$ cat config.mk
export PLATFORM = sky130hd
export DESIGN_NAME = stream_substring_replace
export DESIGN_NICKNAME = d
export VERILOG_FILES = /design/src/hw/rtl/ssr_pkg.sv /design/src/hw/rtl/ssr_cell.sv /design/src/hw/rtl/ssr_serial.sv /design/src/hw/rtl/stream_substring_replace.sv
export SDC_FILE = /design/constraint.sdc
export NUM_CORES = 1
export LEC_CHECK = 0
export BUFFER_PORTS_ARGS = -buffer_cell sky130_fd_sc_hd__buf_2
export CAP_MARGIN = 20
export CORE_ASPECT_RATIO = 1.4
export CORE_MARGIN = 5
export CORE_UTILIZATION = 41
export DETAILED_ROUTE_END_ITERATION = 8
export PLACE_DENSITY = 0.61
export SETUP_SLACK_MARGIN = 0.4
export SYNTH_ARGS = -nofsm -noshare
export SYNTH_HDL_FRONTEND = slang
export SYNTH_SLANG_ARGS = --single-unit
$ cat constraint.sdc
create_clock -name clk -period 16 [get_ports clk]
set_input_delay 1.6 -clock clk [delete_from_list [all_inputs] [get_ports clk]]
set_output_delay 1.6 -clock clk [all_outputs]
set_load 0.02 [all_outputs]
$ cat src/hw/rtl/ssr_pkg.sv
package ssr_pkg;

	localparam int BYTE_W    = 8;
	localparam int PAT_BYTES = 6;
	localparam int REP_BYTES = 8;
	localparam int PLEN_W    = 3;
	localparam int RLEN_W    = 4;
	localparam int CNT_W     = 4;
	localparam int CFG_W     = 64;
	localparam int IDX_W     = 2;

	localparam logic [PAT_BYTES*BYTE_W-1:0] PATTERN_RST     = 48'd107105419094343;
	localparam logic [PLEN_W-1:0]           PLEN_RST        = 3'd6;
	localparam logic [REP_BYTES*BYTE_W-1:0] REPLACEMENT_RST = 64'd7020108417744726343;
	localparam logic [RLEN_W-1:0]           RLEN_RST        = 4'd8;

	typedef enum logic [IDX_W-1:0] {
		REG_PATTERN  = 2'd0,
		REG_PLEN     = 2'd1,
		REG_REPLACE  = 2'd2,
		REG_RLEN     = 2'd3
	} cfg_reg_t;

	// broadcast to every window cell
	typedef struct packed {
		logic [BYTE_W-1:0] ch;
		logic              en;
		logic              shift;
		logic              clear;
	} cell_ctl_t;

	// group of output bytes caused by one item
	typedef struct packed {
		logic [REP_BYTES-1:0][BYTE_W-1:0] bytes;
		logic [CNT_W-1:0]                 cnt;
		logic                             eos;
	} burst_t;

	function automatic logic [PLEN_W-1:0] clamp_plen(input logic [PLEN_W-1:0] v);
		logic [PLEN_W-1:0] r;
		if (v == '0) begin
			r = PLEN_W'(1);
		end else if (v > PLEN_W'(PAT_BYTES)) begin
			r = PLEN_W'(PAT_BYTES);
		end else begin
			r = v;
		end
		return r;
	endfunction

	function automatic logic [RLEN_W-1:0] clamp_rlen(input logic [RLEN_W-1:0] v);
		logic [RLEN_W-1:0] r;
		if (v == '0) begin
			r = RLEN_W'(1);
		end else if (v > RLEN_W'(REP_BYTES)) begin
			r = RLEN_W'(REP_BYTES);
		end else begin
			r = v;
		end
		return r;
	endfunction

endpackage

$ cat src/hw/rtl/ssr_cell.sv
// One window byte: takes the new byte when selected, compares with its pattern byte,
// shifts from its neighbour on a miss.
module ssr_cell (
	input  logic                           clk,
	input  logic                           arst_n,
	input  ssr_pkg::cell_ctl_t             ctl,
	input  logic                           sel,
	input  logic [ssr_pkg::BYTE_W-1:0]     pat,
	input  logic [ssr_pkg::BYTE_W-1:0]     nbr,
	output logic [ssr_pkg::BYTE_W-1:0]     cur,
	output logic                           hit
);

	logic [ssr_pkg::BYTE_W-1:0] byte_q;

	assign cur = sel ? ctl.ch : byte_q;
	assign hit = (cur == pat);

	always_ff @(posedge clk or negedge arst_n) begin
		if (!arst_n) begin
			byte_q <= '0;
		end else if (ctl.clear) begin
			byte_q <= '0;
		end else if (ctl.en) begin
			byte_q <= ctl.shift ? nbr : cur;
		end
	end

endmodule

$ cat src/hw/rtl/ssr_serial.sv
// Output serialiser: holds one burst, hands out a byte per accepted result.
module ssr_serial (
	input  logic                           clk,
	input  logic                           arst_n,
	input  logic                           load_valid,
	output logic                           load_ready,
	input  ssr_pkg::burst_t                load,
	output logic                           out_valid,
	input  logic                           out_ready,
	output logic [ssr_pkg::BYTE_W-1:0]     char_out,
	output logic                           run_last,
	output logic                           string_end
);

	logic [ssr_pkg::REP_BYTES-1:0][ssr_pkg::BYTE_W-1:0] buf_q;
	logic [ssr_pkg::CNT_W-1:0]                          cnt_q;
	logic                                               eos_q;
	logic                                               fire;
	logic                                               last;

	assign last       = (cnt_q == ssr_pkg::CNT_W'(1));
	assign out_valid  = (cnt_q != '0);
	assign fire       = out_valid && out_ready;
	assign load_ready = !out_valid || (last && out_ready);
	assign char_out   = buf_q[0];
	assign run_last   = last;
	assign string_end = last && eos_q;

	always_ff @(posedge clk or negedge arst_n) begin
		if (!arst_n) begin
			cnt_q <= '0;
			eos_q <= 1'b0;
		end else if (load_valid && load_ready) begin
			cnt_q <= load.cnt;
			eos_q <= load.eos;
		end else if (fire) begin
			cnt_q <= cnt_q - ssr_pkg::CNT_W'(1);
		end
	end

	always_ff @(posedge clk) begin
		if (load_valid && load_ready) begin
			buf_q <= load.bytes;
		end else if (fire) begin
			buf_q <= {ssr_pkg::BYTE_W'(0), buf_q[ssr_pkg::REP_BYTES-1:1]};
		end
	end

endmodule

$ cat src/hw/rtl/stream_substring_replace.sv
// Streaming fixed-string find and replace.
// Input channel (in_valid/in_ready): one text byte per item, char_in, with
// end_of_string set on the last byte of a string. Output channel
// (out_valid/out_ready): one rewritten byte per item, char_out; run_last marks
// the last byte caused by one input item, string_end the final byte of a string.
// Configuration: cfg_we/cfg_index/cfg_data write pattern, pattern length,
// replacement and replacement length; write only while the block is idle.
// Writing the pattern length drops any bytes held in the window.
// A result passes from its accepted item through the burst register, then the
// output serialiser, before it shows on the output.
// Throughput: one item per cycle while each item causes at most one byte and
// the receiver does not stall; an item causing more bytes holds the serialiser
// until all are out, up to eight on a match. Its byte count sets the rate.
// The burst register lets one item be taken while the serialiser still waits.
// A receiver stall simply holds the output byte; input backs up once the burst
// register is also full. Reset empties the window and both output stages and
// loads the default pattern, replacement and both lengths.
module stream_substring_replace (
	input  logic                                   clk,
	input  logic                                   arst_n,
	input  logic                                   cfg_we,
	input  logic [ssr_pkg::IDX_W-1:0]              cfg_index,
	input  logic [ssr_pkg::CFG_W-1:0]              cfg_data,
	input  logic                                   in_valid,
	output logic                                   in_ready,
	input  logic [ssr_pkg::BYTE_W-1:0]             char_in,
	input  logic                                   end_of_string,
	output logic                                   out_valid,
	input  logic                                   out_ready,
	output logic [ssr_pkg::BYTE_W-1:0]             char_out,
	output logic                                   run_last,
	output logic                                   string_end
);

	// configuration registers
	logic [ssr_pkg::PAT_BYTES*ssr_pkg::BYTE_W-1:0] pattern_q;
	logic [ssr_pkg::PLEN_W-1:0]                    plen_q;
	logic [ssr_pkg::REP_BYTES*ssr_pkg::BYTE_W-1:0] replace_q;
	logic [ssr_pkg::RLEN_W-1:0]                    rlen_q;

	logic [ssr_pkg::PLEN_W-1:0] plen;
	logic [ssr_pkg::RLEN_W-1:0] rlen;

	// window bookkeeping
	logic [ssr_pkg::PLEN_W-1:0] fill_q;
	logic [ssr_pkg::PLEN_W-1:0] fill_eff;
	logic [ssr_pkg::PLEN_W-1:0] fill_app;
	logic                       full;
	logic                       match;
	logic                       in_fire;
	logic                       plen_wr;

	ssr_pkg::cell_ctl_t         ctl;
	logic [ssr_pkg::BYTE_W-1:0] cur [ssr_pkg::PAT_BYTES];
	logic [ssr_pkg::BYTE_W-1:0] nbr [ssr_pkg::PAT_BYTES];
	logic [ssr_pkg::PAT_BYTES-1:0] hit_vec;
	logic [ssr_pkg::PAT_BYTES-1:0] sel_vec;
	logic [ssr_pkg::PAT_BYTES-1:0] pmask;

	// burst register between window and serialiser
	ssr_pkg::burst_t burst;
	ssr_pkg::burst_t burst_s1;
	logic            burst_valid_s1;
	logic            load_ready;

	assign plen = ssr_pkg::clamp_plen(plen_q);
	assign rlen = ssr_pkg::clamp_rlen(rlen_q);

	assign plen_wr = cfg_we && (cfg_index == ssr_pkg::REG_PLEN);

	always_ff @(posedge clk or negedge arst_n) begin
		if (!arst_n) begin
			pattern_q <= ssr_pkg::PATTERN_RST;
			plen_q    <= ssr_pkg::PLEN_RST;
			replace_q <= ssr_pkg::REPLACEMENT_RST;
			rlen_q    <= ssr_pkg::RLEN_RST;
		end else if (cfg_we) begin
			case (cfg_index)
				ssr_pkg::REG_PATTERN: begin
					pattern_q <= cfg_data[ssr_pkg::PAT_BYTES*ssr_pkg::BYTE_W-1:0];
				end
				ssr_pkg::REG_PLEN: begin
					plen_q <= cfg_data[ssr_pkg::PLEN_W-1:0];
				end
				ssr_pkg::REG_REPLACE: begin
					replace_q <= cfg_data[ssr_pkg::REP_BYTES*ssr_pkg::BYTE_W-1:0];
				end
				ssr_pkg::REG_RLEN: begin
					rlen_q <= cfg_data[ssr_pkg::RLEN_W-1:0];
				end
				default: begin
				end
			endcase
		end
	end

	// fill stays below plen between items; guard anyway
	assign fill_eff = (fill_q >= plen) ? (plen - ssr_pkg::PLEN_W'(1)) : fill_q;
	assign fill_app = fill_eff + ssr_pkg::PLEN_W'(1);
	assign full     = (fill_app == plen);
	assign in_fire  = in_valid && in_ready;

	always_comb begin
		for (int k = 0; k < ssr_pkg::PAT_BYTES; k++) begin
			pmask[k]   = (ssr_pkg::PLEN_W'(k) < plen);
			sel_vec[k] = (fill_eff == ssr_pkg::PLEN_W'(k));
		end
	end

	// only the first plen cells take part in the compare
	assign match = full && (&(hit_vec | ~pmask));

	assign ctl.ch    = char_in;
	assign ctl.en    = in_fire;
	assign ctl.shift = full && !match;
	assign ctl.clear = plen_wr || (in_fire && (match || end_of_string));

	// row of window cells, oldest byte in cell 0
	for (genvar g = 0; g < ssr_pkg::PAT_BYTES; g++) begin : g_cell
		if (g == ssr_pkg::PAT_BYTES - 1) begin : g_tail
			assign nbr[g] = '0;
		end else begin : g_mid
			assign nbr[g] = cur[g+1];
		end

		ssr_cell u_cell (
			.clk    (clk),
			.arst_n (arst_n),
			.ctl    (ctl),
			.sel    (sel_vec[g]),
			.pat    (pattern_q[g*ssr_pkg::BYTE_W +: ssr_pkg::BYTE_W]),
			.nbr    (nbr[g]),
			.cur    (cur[g]),
			.hit    (hit_vec[g])
		);
	end

	always_ff @(posedge clk or negedge arst_n) begin
		if (!arst_n) begin
			fill_q <= '0;
		end else if (plen_wr) begin
			fill_q <= '0;
		end else if (in_fire) begin
			if (match || end_of_string) begin
				fill_q <= '0;
			end else if (full) begin
				fill_q <= plen - ssr_pkg::PLEN_W'(1);
			end else begin
				fill_q <= fill_app;
			end
		end
	end

	// bytes caused by this item: the replacement on a match, otherwise the
	// window front (one byte on a miss, none while filling, the whole rest at end of string)
	always_comb begin
		burst.bytes = '0;
		burst.eos   = end_of_string;
		if (match) begin
			for (int k = 0; k < ssr_pkg::REP_BYTES; k++) begin
				burst.bytes[k] = replace_q[k*ssr_pkg::BYTE_W +: ssr_pkg::BYTE_W];
			end
			burst.cnt = ssr_pkg::CNT_W'(rlen);
		end else begin
			for (int k = 0; k < ssr_pkg::PAT_BYTES; k++) begin
				burst.bytes[k] = cur[k];
			end
			if (end_of_string) begin
				burst.cnt = ssr_pkg::CNT_W'(fill_app);
			end else if (full) begin
				burst.cnt = ssr_pkg::CNT_W'(1);
			end else begin
				burst.cnt = '0;
			end
		end
	end

	assign in_ready = !burst_valid_s1 || load_ready;

	always_ff @(posedge clk or negedge arst_n) begin
		if (!arst_n) begin
			burst_valid_s1 <= 1'b0;
		end else if (in_fire && (burst.cnt != '0)) begin
			burst_valid_s1 <= 1'b1;
		end else if (load_ready) begin
			burst_valid_s1 <= 1'b0;
		end
	end

	always_ff @(posedge clk) begin
		if (in_fire && (burst.cnt != '0)) begin
			burst_s1 <= burst;
		end
	end

	ssr_serial u_serial (
		.clk        (clk),
		.arst_n     (arst_n),
		.load_valid (burst_valid_s1),
		.load_ready (load_ready),
		.load       (burst_s1),
		.out_valid  (out_valid),
		.out_ready  (out_ready),
		.char_out   (char_out),
		.run_last   (run_last),
		.string_end (string_end)
	);

endmodule

Word level (Yosys, flattened, before mapping) --
Index checks and enable logic that the tools add are counted.
Word-level totals: bits in registers 309, input port bits 80, output and inout port bits 12
Cells by class: add/subtract/negate cells 3, order comparisons 9, equality and inequality tests 16, muxes and demuxes 42, bitwise logic cells 2, reductions and logical operators 32
Operators by type and width (count):
- two-way mux 8 bit | 24
- two-way mux 64 bit | 2
- two-way mux 52 bit | 1
- == test 8 bit | 6
- two-way mux 3 bit | 8
- two-way mux 4 bit | 4
- logical AND 1 bit | 10
- AND reduction 2 bit | 4
- nonzero test 2 bit | 4
- nonzero test 4 bit | 2
- == test 3 x 2 -> 1 bit, second input constant | 2
- == test 3 bit, second input constant | 2
- logical NOT 3 bit | 2
- less-than comparator 1 x 3 -> 1 bit, first input constant | 2
- less-than comparator 2 x 3 -> 1 bit, first input constant | 2
- less-than comparator 3 bit, first input constant | 2
- inverter 6 bit | 1
- bitwise OR 6 bit | 1
- AND reduction 6 bit | 1
- == test 2 bit, second input constant | 2
- == test 4 x 1 -> 1 bit, second input constant | 1
- greater-than comparator 4 bit, second input constant | 1
- logical NOT 4 bit | 1
- logical OR 1 bit | 4
- other kinds (11) | 15

Longest topological paths before layout --
Gate-level depths: netlist of the first run.
depth after elaboration 16, gate-level depth with buffers 19, mapped depth without buffers 13

By module --
A second synthesis of the first run with hierarchy kept.
Unflattened totals: cells, all modules 1317, area, all modules 15034.4 µm²
Modules (own cells, without submodules):
- stream_substring_replace | instances 1, cells an instance 588, area an instance 7906.3 µm², seq. area each 5226.3 µm²
- ssr_cell | instances 6, cells an instance 71, area an instance 670.6 µm², seq. area each 200.2 µm²
- ssr_serial | instances 1, cells an instance 303, area an instance 3104.2 µm², seq. area each 2047.0 µm²

Worst setup path after synthesis of the first run --
Ideal clock, no wire load.
path type reg-to-reg, from register plen_q[2] (netlist name), to register burst_s1[0] (netlist name) (enable), setup time 0.496 ns, arrival 6.197 ns, path slack 9.306 ns, cell stages (with the launch flop) 17, period minus slack after synthesis 6.694 ns, cells stage by stage dfstp_2 buf_2 buf_4 nor2b_1 a21oi_1 ha_1 nand2b_1 a21oi_1 buf_2 buf_2 nand2_1 o31ai_1 xnor2_1 nand3_1 o21ai_0 nor3b_1 nor2_1
On the way: cells in the longest elaborated chain, start to end 14
RTL lines:
- start, declared | RTL line stream_substring_replace.sv:37 | logic [ssr_pkg::PLEN_W-1:0] plen_q;
- start signal, assigned | RTL line stream_substring_replace.sv:74 | plen_q <= ssr_pkg::PLEN_RST;
- start signal, assigned | RTL line stream_substring_replace.sv:83 | plen_q <= cfg_data[ssr_pkg::PLEN_W-1:0];
- greater-than comparator 3 bit | RTL line ssr_pkg.sv:43 | end else if (v > PLEN_W'(PAT_BYTES)) begin
- two-way mux 3 bit | RTL line ssr_pkg.sv:43
- two-way mux 3 bit * | RTL line ssr_pkg.sv:41 | if (v == '0) begin
- subtractor 3 x 1 -> 3 bit or greater-or-equal comparator 3 bit (tied branches) | RTL line stream_substring_replace.sv:98 | assign fill_eff = (fill_q >= plen) ? (plen - ssr_pkg::PLEN_W'(1)) : fill_q;
- two-way mux 3 bit | RTL line stream_substring_replace.sv:98
- == test 3 x 1 -> 1 bit (tied with other cells) | RTL line stream_substring_replace.sv:106 | sel_vec[k] = (fill_eff == ssr_pkg::PLEN_W'(k));
- two-way mux 8 bit | RTL line ssr_cell.sv:16 | assign cur = sel ? ctl.ch : byte_q;
- == test 8 bit | RTL line ssr_cell.sv:17 | assign hit = (cur == pat);
- bitwise OR 6 bit | RTL line stream_substring_replace.sv:111 | assign match = full && (&(hit_vec | ~pmask));
- AND reduction 6 bit | RTL line stream_substring_replace.sv:111
- logical AND 1 bit | RTL line stream_substring_replace.sv:111
- two-way mux 52 bit * | RTL line stream_substring_replace.sv:159 | if (match) begin
- nonzero test 4 bit * | RTL line stream_substring_replace.sv:191 | if (in_fire && (burst.cnt != '0)) begin
- logical AND 1 bit * | RTL line stream_substring_replace.sv:191
- end signal, assigned | RTL line stream_substring_replace.sv:192 | burst_s1 <= burst;
- end, declared | RTL line stream_substring_replace.sv:62 | ssr_pkg::burst_t burst_s1;
Every way passes the cells marked *; elsewhere a longest branch is shown, timed or not. A chain may end at the register's enable or synchronous reset.

==> results of run 1 <==
final cells by class:
cell class	instances	area share, %
multi-input combinational	991	38.5
clock inverter	19	1.02
sequential	309	47.1
clock buffer	37	4.61
timing repair buffer	110	3.33
tap	528	3.67
inverter	82	1.71
routing by layer:
metal | part of all wire, % | up-vias | global-route usage [%]
li1 | - | 5629 | -
met1 | 42 | 6004 | 26.2
met2 | 51 | 379 | 35.5
met3 | 4.9 | 65 | 2.30
met4 | 2.4 | 2 | 5.74
met5 | 0.029 | - | 0
cells in the mapped netlist, drive strengths merged, types with 14 or more instances:
cell,number
and2,29
a21oi,52
clkbuf,77
o22ai,17
o311ai,16
a32oi,14
o31ai,15
o221ai,20
mux2i,39
and3,30
a211oi,66
nand2,231
inv,82
edfxtp,133
o21ai,45
nor2,31
nand4,96
dfrtp,115
mux2,140
dfstp,61
buf,47
registers in the layout (all words and copies together), names as in the netlist:
signal,cells
replace_q,64
u_serial.buf_q,56
u_serial.eos_q,1
rlen_q,4
plen_q,3
u_serial.char_out,8
burst_s1,69
u_serial.cnt_q,4
pattern_q,48
g_cell.u_cell.byte_q,48
fill_q,3
burst_valid_s1,1
final timing paths:
path | to | startpoint | slack (ps)
min in group asynchronous | pattern_q[5]$_DFFE_PN0P_ | arst_n | 990
hold reg to reg | u_serial.eos_q$_DFFE_PN0P_ | burst_s1[0]$_DFFE_PP_ | 450
setup reg to reg | burst_s1[2]$_DFFE_PP_ | plen_q[2]$_DFFE_PN1P_ | 9570
max in group asynchronous | replace_q[55]$_DFFE_PN0P_ | arst_n | 13710
setup / recovery | burst_s1[2]$_DFFE_PP_ | plen_q[2]$_DFFE_PN1P_ | 9570
hold / removal | u_serial.eos_q$_DFFE_PN0P_ | burst_s1[0]$_DFFE_PP_ | 450
where the power goes:
| part | internal, uW | switching [uW] | leakage (uW) |
|---|---|---|---|
| combinational | 321 | 686 | 0.00327 |
| clock | 417 | 310 | 0.000486 |
| sequential | 1100 | 135 | 0.00339 |
| total | 1840 | 1130 | 0.00715 |
worst register-to-register path, delay by kind of cell (launching register included):
family,cells,cell delay [ps]
AO/OA/AOI/OAI,3,1320
adder cells (fa/ha/maj),1,360
flip-flops,1,740
XOR/XNOR,1,160
buffers and inverters,3,1160
AND/OR/NAND/NOR,2,1010
multiplexers,3,1430
logic make-up (layout without fill, tap and decap cells):
group / after synthesis / after routing / share of synthesized area [%]
buffers and inverters: 206 / 248 / 5.39
adders and majority gates: 6 / 6 / 0.463
AOI/OAI and AO/OA: 312 / 312 / 14.1
muxes: 179 / 179 / 12.2
DFF: 309 / 309 / 52.3
and+or+nand+nor: 480 / 480 / 14.9
xor gates and xnor gates: 14 / 14 / 0.756
through the flow:
| stage | cell area [um^2] | power, uW | worst slack, ps | instances | utilization (%) |
|---|---|---|---|---|---|
| 2_1_floorplan | 16200 | 1940 | 9310 | 1506 | - |
| 6_report | 18000 | 2970 | 9570 | 2076 | 45.8 |
| 3_3_place_gp | 16900 | 2220 | 9920 | 2017 | 43.2 |
| 4_1_cts | 18000 | 2990 | 9680 | 2074 | 45.7 |
| 5_1_grt | 18000 | 3130 | 9300 | 2076 | 45.8 |
| 3_5_place_dp | 17000 | 2250 | 9700 | 2018 | 43.2 |
==> qor.yml, run 1 <==
yosys:
  synth_ff_type: "edfxtp_1"
  async_flop_share_pct: 57.0
  synth_top_area_share_pct: 24.6
  yosys_warnings: 0
  syn_avg_cell_area_um2: 10.8
  yosysSeqAreaShare_pct: 52.3
  synth-seq-cells: 309
  netlist_area_um2: 16200
  synthTopCellsByArea: "edfxtp_1, dfrtp_1, dfstp_2"
  synth.net_count: 1592
  synth_edf_count: 133
  synth_area_leader_cell: "edfxtp_1"
  syn_inst: 1506
  synth_cell_types: 75
timing:
  max_freq_mhz: 156
  fin_crit_ps: 6430
  final.setup.tns_ps: 0
  relSlewSlack_pct: 22.9
  finClkSkew_ps: 17.1
  tightest_slew_ps: 1150
  hold_viol: 0
  post-route-period-util_pct: 40.2
  slew_viol_final: 0
  whs_ps: 451
  setup_violations: 0
  rsz0062_at_grt: "false"
outcome:
  status: "finished with violations"
  violations: "DRC"
drt:
  vias: 12100
  ant_nets: 0
  drc: 1
  drt-pass1-iter-count: 7
  wl_per_cell_um: 21.5
  viasPerCell: 5.82
  wl_um: 44600
  drtIter0Drc: 1116
placement:
  io_buffers: 91
  hpwl_um: 30600
  gp_congestion: 0.867
finish:
  fin_nets: 1610
  area_growth_pct: 10.9
  layout_common_cells: "nand2_1, edfxtp_1, mux2_2"
  multiInputGateArea_um2: 6920
  antenna_cells: 0
  regArea_um2: 8470
  drive_gt1_share_pct: 24.0
  final_common_cell: "nand2_1"
  n_fill_cell: 3681
cts:
  clock_path_buffers: 3
  cts_setup_buffers: 0
  htree_levels: 1
  clock_sinks: 309
  cts_root_buffer: "clkbuf_16"
  cts-resized-gates: 0
  path_clk_slew_ps: 60
  hold_buffers: 0
  cts_tree: "yes"
  insertion_delay_ps: 570
  cts_buffers: 30
floorplan:
  die_h_um: 245
  io_pins: 92
  die_w_um: 178
  rows: 86
  coreArea_um2: 39300
  die_area_um2: 43700
  initial_core_util_pct: 41.3
setup_path:
  critical_path_class: "reg2reg"
  cpMaxStageDelayCell: "a21oi_1"
  ff2ff_path_depth: 13
  cp.arrival_ps: 6730
  cp_cell_sequence: "inv_1, ha_1, a21oi_1, o21ai_4, buf_4, mux2i_2, mux2_2, xor2_1, nor4_1, a41oi_1, nor4_2, buf_4, mux2_1"
  worst-path-max-fanout: 50
  start_kind: "flip-flop"
  crit_family: "multiplexers"
  path_common_cell: "buf_4"
  crit_buf_inv: 3
  cp.depth: 13
  cp-end-kind: "flip-flop"
  slowest_delay_ps: 800
  cp.required_ps: 16300
grt:
  grt_overflow_total: 0
  grt_start_max_net_pins: 70
  grt_pass1_vias: 12000
  antenna_found_initial: 1
  grt_pass1_wl_um: 69200
  grt_use_total_pct: 20.2
worst_hold_path:
  hold_path.class: "reg2reg"
  min_path_cells: 2
flow_run:
  maxCapViolations: 0
power:
  p_leak_uw: 0.00715
  p_per_area_nw_per_um2: 165
  irDropWorstVdd_mv: 0.111
(Power assumes the default switching activity.)
==> run 2: changes to the inputs <==
--- a/config.mk
+++ b/config.mk
@@ -11,7 +11,7 @@
 export CORE_MARGIN = 5
 export CORE_UTILIZATION = 41
 export DETAILED_ROUTE_END_ITERATION = 8
-export PLACE_DENSITY = 0.61
+export PLACE_DENSITY = 0.64
 export SETUP_SLACK_MARGIN = 0.4
 export SYNTH_ARGS = -nofsm -noshare
 export SYNTH_HDL_FRONTEND = slang
==> constraint.sdc (replaced) <==
create_clock -name clk -period 5.56 [get_ports clk]
set_input_delay 0.556 -clock clk [delete_from_list [all_inputs] [get_ports clk]]
set_output_delay 0.556 -clock clk [all_outputs]
set_load 0.02 [all_outputs]
==> run 2 against run 1 <==
- the flow now finishes without violations
- clock skew increased by 12 ps
- sequential power increased to 2.9 times the previous value
- fmax rose by 30%
- via count rose by 2.6%
- combinational power rose to 3.1 times the previous value
- sequential cell count unchanged
- critical path type unchanged
- design area increased by 2.0%
- critical endpoint is now burst_s1[22]$_DFFE_PP_
- sequential share of layout area down 0.91 points
- critical path depth up 5
- total power grew to 2.9 times the previous value
==> qor.yml, run 2 (synthesized netlist as in run 1, its figures left out) <==
outcome:
  status: "finished, final reports clean"  # was finished with violations
finish:
  drive_gt1_share_pct: 26.1  # was 24.0%
  largest_register_ffs: 69  # unchanged
  antenna_cells: 0  # unchanged
  area_growth_pct: 13.1  # was 10.9%
  largest_registers: "burst_s1: 69 flops, replace_q: 64 flops, u_serial.buf_q: 56 flops"  # unchanged
  final_common_cell: "nand2_1"  # unchanged
  top_register: "burst_s1"  # unchanged
  layout_common_cells: "nand2_1, edfxtp_1, mux2_2"  # unchanged
  fin_nets: 1645  # was 1610
cts:
  path_clk_slew_ps: 70  # was 60 ps
  cts_tree: "yes"  # unchanged
  clock_sinks: 309  # unchanged
  clock_path_buffers: 3  # unchanged
  cts_buffers: 30  # unchanged
  insertion_delay_ps: 580  # was 570 ps
  cts_root_buffer: "clkbuf_16"  # unchanged
  htree_levels: 1  # unchanged
drt:
  drt-pass1-iter-count: 6  # was 7
  ant_nets: 0  # unchanged
  wl_per_cell_um: 21.6  # was 21.5 um
  wl_um: 45700  # was 44600 um
  drc: 0  # was 1
  vias: 12400  # was 12.1k
  viasPerCell: 5.87  # was 5.82
  drtIter0Drc: 1376  # was 1116
placement:
  hpwl_um: 31000  # was 30600 um
  io_buffers: 91  # unchanged
  place_ws_ps: 331  # was 9700 ps
  gp_congestion: 0.886  # was 0.867
flow_run:
  maxCapViolations: 0  # unchanged
worst_hold_path:
  hold_path.class: "in2reg"  # was reg2reg
timing:
  rsz0062_at_grt: "false"  # unchanged
  tightest_slew_ps: 1160  # was 1150 ps
  fin_crit_ps: 4960  # was 6430 ps
  relSlewSlack_pct: 22.4  # was 22.9%
  final.setup.worst_slack_ps: 596  # was 9570 ps
  slew_viol_final: 0  # unchanged
  max_freq_mhz: 201  # was 156 MHz
  finClkSkew_ps: 29.3  # was 17.1 ps
  hold_viol: 0  # unchanged
  post-route-period-util_pct: 89.3  # was 40.2%
  final.setup.tns_ps: 0  # unchanged
  setup_violations: 0  # unchanged
floorplan:
  coreArea_um2: 39300  # unchanged
  rows: 86  # unchanged
  initial_core_util_pct: 41.3  # unchanged
  io_pins: 92  # unchanged
  die_h_um: 245  # unchanged
  die_area_um2: 43700  # unchanged
  die_w_um: 178  # unchanged
grt:
  globalRouteMet1Util_pct: 26.4  # was 26.2%
  grt_start_max_net_pins: 70  # unchanged
  grt_pass1_vias: 12200  # was 12.0k
  grt_pass1_wl_um: 70000  # was 69200 um
  use_met3_pct: 2.48  # was 2.30%
  gr-max-usage-layer: "met2"  # unchanged
  grt.met2_usage_pct: 35.1  # was 35.5%
  grt_overflow_total: 0  # unchanged
  antenna_found_initial: 0  # was 1
  grt_use_total_pct: 20.2  # about the same
setup_path:
  slowest_delay_ps: 540  # was 800 ps
  cpMaxStageDelayCell: "dfstp_4"  # was a21oi_1
  cp_cell_sequence: "nand2b_1, a21oi_2, inv_2, ha_1, buf_4, or3_1, a31oi_4, buf_4, a211oi_1, a211oi_1, o22ai_1, nor4_2, buf_4, o221ai_1, nor4_2, buf_4, buf_6, mux2_1"  # was inv_1, ha_1, a21oi_1, o21ai_4, buf_4, mux2i_2, mux2_2, xor2_1, nor4_1, a41oi_1, nor4_2, buf_4, mux2_1
  critical_path_class: "reg2reg"  # unchanged
  crit_buf_inv: 6  # was 3
  worst-path-max-fanout: 21  # was 50
  cp.required_ps: 5880  # was 16300 ps
  path_common_cell: "buf_4"  # unchanged
  cp-end-kind: "flip-flop"  # unchanged
  start_kind: "flip-flop"  # unchanged
  crit_family: "compound AO/OA/AOI/OAI gates"  # was multiplexers
  cp.arrival_ps: 5290  # was 6730 ps
power:
  p_per_area_nw_per_um2: 475  # was 165 nW/um^2
  p_leak_uw: 0.00732  # was 0.00715 uW
  irDropWorstVdd_mv: 0.274  # was 0.111 mV
[run 2: cell count changes in the layout (fill, tap and decap cells not counted), sizes merged]
cell         previous run  this run
a31oi                   5         8
buf                   109       140
bufinv                  3         1
clkbuf                 38        40
clkinv                 10        13
clkinvlp                5         2
dlygate4sd3             0         1
inv                    83        82
o211ai                 10        11
[run 2: layer usage]
layer	share of wire, %	vias up
li1	-	5712
met1	41	6137
met2	50	447
met3	6.1	95
met4	2.8	0
met5	0	-
[run 2: path summary, 6_finish.rpt]
check                                              to                   from  cells after the start  slack [ps]
setup / recovery               burst_s1[22]$_DFFE_PP_  plen_q[2]$_DFFE_PN1P_                     18         600
hold / removal              replace_q[55]$_DFFE_PN0P_           cfg_data[55]                      2         220
setup reg to reg               burst_s1[22]$_DFFE_PP_  plen_q[2]$_DFFE_PN1P_                     18         600
hold reg to reg            u_serial.eos_q$_DFFE_PN0P_  burst_s1[0]$_DFFE_PP_                      2         470
max in group asynchronous       fill_q[0]$_DFFE_PN0P_                 arst_n                      3        3790
min in group asynchronous    replace_q[5]$_DFFE_PN0P_                 arst_n                      2         470
[run 2: repair_timing]
action | CTS | global route
setup endpoints to repair | 48 | 77
hold buffers | 1 | 0
pin swaps | 2 | 5
cloned | 1 | 3
buffers inserted | 3 | 5
endpoints found under the hold margin | 23 | 0
gates resized for setup | 2 | 11
[run 2: layout make-up]
cell class                 instances  area (um^2)
clock buffer                      40          851
multi-input combinational        995         7000
clock inverter                    16          129
inverter                          82          312
fill                            3610        20900
sequential                       309         8480
tap                              528          661
timing repair buffer             141          910
[run 2: stage by stage]
step	area, um^2	instances	hold WS, ps	utilization [%]	power [uW]
2_1_floorplan	16200	1506	260	-	5580
3_3_place_gp	17200	2040	428	43.7	6500
3_5_place_dp	17200	2041	451	43.7	6600
4_1_cts	18200	2102	199	46.4	8660
5_1_grt	18300	2111	209	46.7	9140
6_report	18300	2111	222	46.7	8700
[run 2: power breakdown]
part	internal (uW)	leakage, uW	switching (uW)
logic	1060	0.00345	2050
registers	3180	0.00339	394
clock network	1130	0.000484	900
total	5360	0.00732	3340
==> run 3: changes to the inputs <==
==> constraint.sdc (replaced) <==
create_clock -name clk -period 5.56 [get_ports clk]
set_input_delay 1.112 -clock clk [delete_from_list [all_inputs] [get_ports clk]]
set_output_delay 1.112 -clock clk [all_outputs]
set_load 0.02 [all_outputs]
==> run 3 against run 2 <==
- register-to-register slack better by 30 ps
- critical path type unchanged
- wire length grew 0.12%
- setup slack improved by 26 ps
- fmax is 0.53% higher
- clock skew fell by 9.6 ps
==> qor.yml, run 3 (synthesized netlist as in run 1, its figures left out) <==
outcome:
  status: "finished, final reports clean"  # unchanged
timing:
  final.setup.tns_ps: 0  # unchanged
  fin_crit_ps: 4940  # was 4960 ps
  setup_violations: 0  # unchanged
  relSlewSlack_pct: 29.5  # was 22.4%
  rsz0062_at_grt: "false"  # unchanged
  post-route-period-util_pct: 88.8  # was 89.3%
  tightest_slew_ps: 1060  # was 1160 ps
  slew_viol_final: 0  # unchanged
  max_freq_mhz: 203  # was 201 MHz
  finClkSkew_ps: 19.7  # was 29.3 ps
  hold_viol: 0  # unchanged
cts:
  htree_levels: 1  # unchanged
  path_clk_slew_ps: 60  # was 70 ps
  cts_buffers: 30  # unchanged
  cts_root_buffer: "clkbuf_16"  # unchanged
  insertion_delay_ps: 570  # was 580 ps
  clock_sinks: 309  # unchanged
  clock_path_buffers: 3  # unchanged
  cts_tree: "yes"  # unchanged
placement:
  placed_cell_area_um2: 17200  # about the same
  gp_congestion: 0.875  # was 0.886
  io_buffers: 91  # unchanged
  hpwl_um: 30900  # was 31000 um
drt:
  viasPerCell: 5.90  # was 5.87
  drc: 0  # unchanged
  drtIter0Drc: 1519  # was 1376
  wl_per_cell_um: 21.6  # about the same
  vias: 12500  # was 12.4k
  drt-pass1-iter-count: 5  # was 6
  ant_nets: 0  # unchanged
  wl_um: 45800  # was 45700 um
setup_path:
  cpMaxStageDelayCell: "dfstp_4"  # unchanged
  start_kind: "flip-flop"  # unchanged
  cp_cell_sequence: "nand2b_1, a21oi_2, inv_2, ha_1, buf_4, or3b_1, a31oi_4, buf_4, a211oi_1, a211oi_1, o22ai_1, nor4_2, buf_4, a41oi_2, nor4_4, buf_4, buf_4, mux2i_2"  # was nand2b_1, a21oi_2, inv_2, ha_1, buf_4, or3_1, a31oi_4, buf_4, a211oi_1, a211oi_1, o22ai_1, nor4_2, buf_4, o221ai_1, nor4_2, buf_4, buf_6, mux2_1
  worst-path-max-fanout: 21  # unchanged
  cp.required_ps: 5950  # was 5880 ps
  critical_path_class: "reg2reg"  # unchanged
  crit_buf_inv: 6  # unchanged
  cp-end-kind: "flip-flop"  # unchanged
  path_common_cell: "buf_4"  # unchanged
  slowest_delay_ps: 540  # about the same
  crit_family: "simple AND/OR/NAND/NOR gates"  # was compound AO/OA/AOI/OAI gates
  cp.arrival_ps: 5330  # was 5290 ps
finish:
  fin_area_um2: 18400  # was 18300 um^2
  fin_nets: 1648  # was 1645
  n_fill_cell: 3553  # was 3610
  drive_gt1_share_pct: 26.5  # was 26.1%
  largest_registers: "burst_s1: 69 flops, replace_q: 64 flops, u_serial.buf_q: 56 flops"  # unchanged
  final_common_cell: "nand2_1"  # unchanged
  largest_register_ffs: 69  # unchanged
  area_growth_pct: 13.4  # was 13.1%
  layout_common_cells: "nand2_1, edfxtp_1, mux2_2"  # unchanged
  top_register: "burst_s1"  # unchanged
power:
  p_leak_uw: 0.00735  # was 0.00732 uW
  p_total_uw: 8750  # was 8700 uW
  p_per_area_nw_per_um2: 476  # was 475 nW/um^2
  irDropWorstVdd_mv: 0.260  # was 0.274 mV
grt:
  grt_start_max_net_pins: 88  # was 70
  grt_pass1_vias: 12000  # was 12.2k
  grt_use_total_pct: 20.2  # about the same
  grt_pass1_wl_um: 69500  # was 70000 um
  grt_overflow_total: 0  # unchanged
  antenna_found_initial: 2  # was 0
floorplan:
  rows: 86  # unchanged
  initial_core_util_pct: 41.3  # unchanged
  die_w_um: 178  # unchanged
  coreArea_um2: 39300  # unchanged
  die_area_um2: 43700  # unchanged
  die_h_um: 245  # unchanged
  io_pins: 92  # unchanged
flow_run:
  maxCapViolations: 0  # unchanged
worst_hold_path:
  hold_path.class: "reg2reg"  # was in2reg
run 3: cell types whose count changed in the layout (fill, tap and decap cells not counted), sizes merged:
cell	before	now
o211ai	11	12
dlygate4sd3	1	0
clkbuf	40	39
diode	0	1
buf	140	144
a31oi	8	7
clkinv	13	12
inv	82	84
run 3: path summary, 6_finish.rpt:
| path | start | to | slack [ps] | cells after the start |
|---|---|---|---|---|
| max | plen_q[2]$_DFFE_PN1P_ | burst_s1[44]$_DFFE_PP_ | 620 | 18 |
| min reg2reg | burst_s1[0]$_DFFE_PP_ | u_serial.eos_q$_DFFE_PN0P_ | 450 | 2 |
| min | burst_s1[0]$_DFFE_PP_ | u_serial.eos_q$_DFFE_PN0P_ | 450 | 2 |
| max in group asynchronous | arst_n | u_serial.cnt_q[0]$_DFFE_PN0P_ | 3780 | 2 |
| max reg2reg | plen_q[2]$_DFFE_PN1P_ | burst_s1[44]$_DFFE_PP_ | 620 | 18 |
| min in group asynchronous | arst_n | replace_q[5]$_DFFE_PN0P_ | 580 | 1 |
run 3: report_power, final:
part	switching, uW	internal (uW)	total (uW)
Sequential	389	3180	3560
Clock	901	1140	2040
Combinational	2070	1080	3140
run 3: layout make-up:
cell class,instances,area (um^2),area share (%)
flip-flops and latches,309,8480,46.1
multi-input cells,995,7020,38.2
repair buffers,144,926,5.04
clock buffers,39,857,4.66
well taps,528,661,3.59
inverters,82,312,1.69
clock inverters,17,129,0.701
diodes,1,2.50,0.0136
run 3: worst register-to-register path, cell delays in order, from the launching register on:
cell      delay (ps)
dfstp_4          540
nand2b_1         180
a21oi_2          220
inv_2            120
ha_1             240
buf_4            190
or3b_1           530
a31oi_4          380
buf_4            190
a211oi_1         100
a211oi_1         260
o22ai_1          140
nor4_2           260
buf_4            170
a41oi_2          130
nor4_4           410
buf_4            210
buf_4            220
mux2i_2          280
run 3: repair_timing:
action | in CTS | in global routing
gates resized for setup | 3 | 17
setup endpoints to repair | 54 | 71
gates cloned | 1 | 3
buffers inserted | 3 | 7
hold buffers | 0 | 0
pin swaps | 2 | 5
run 3: through the flow:
| stage | hold WS, ps | util, % | std cells | worst slack [ps] |
|---|---|---|---|---|
| 3_3_place_gp | 430 | 43.7 | 2042 | 389 |
| 2_1_floorplan | 415 | - | 1506 | 788 |
| 4_1_cts | 444 | 46.3 | 2102 | 441 |
| 5_1_grt | 477 | 46.8 | 2115 | 415 |
| 6_report | 448 | 46.8 | 2115 | 622 |
| 3_5_place_dp | 427 | 43.7 | 2042 | 263 |
run 3: layer usage:
layer | vias to the layer above | global-route usage, % | routed length [um]
met5 | - | 0 | 11
met4 | 2 | 6.12 | 1390
met3 | 89 | 2.96 | 2840
met2 | 503 | 34.5 | 22900
met1 | 6149 | 26.6 | 18700
li1 | 5745 | - | -
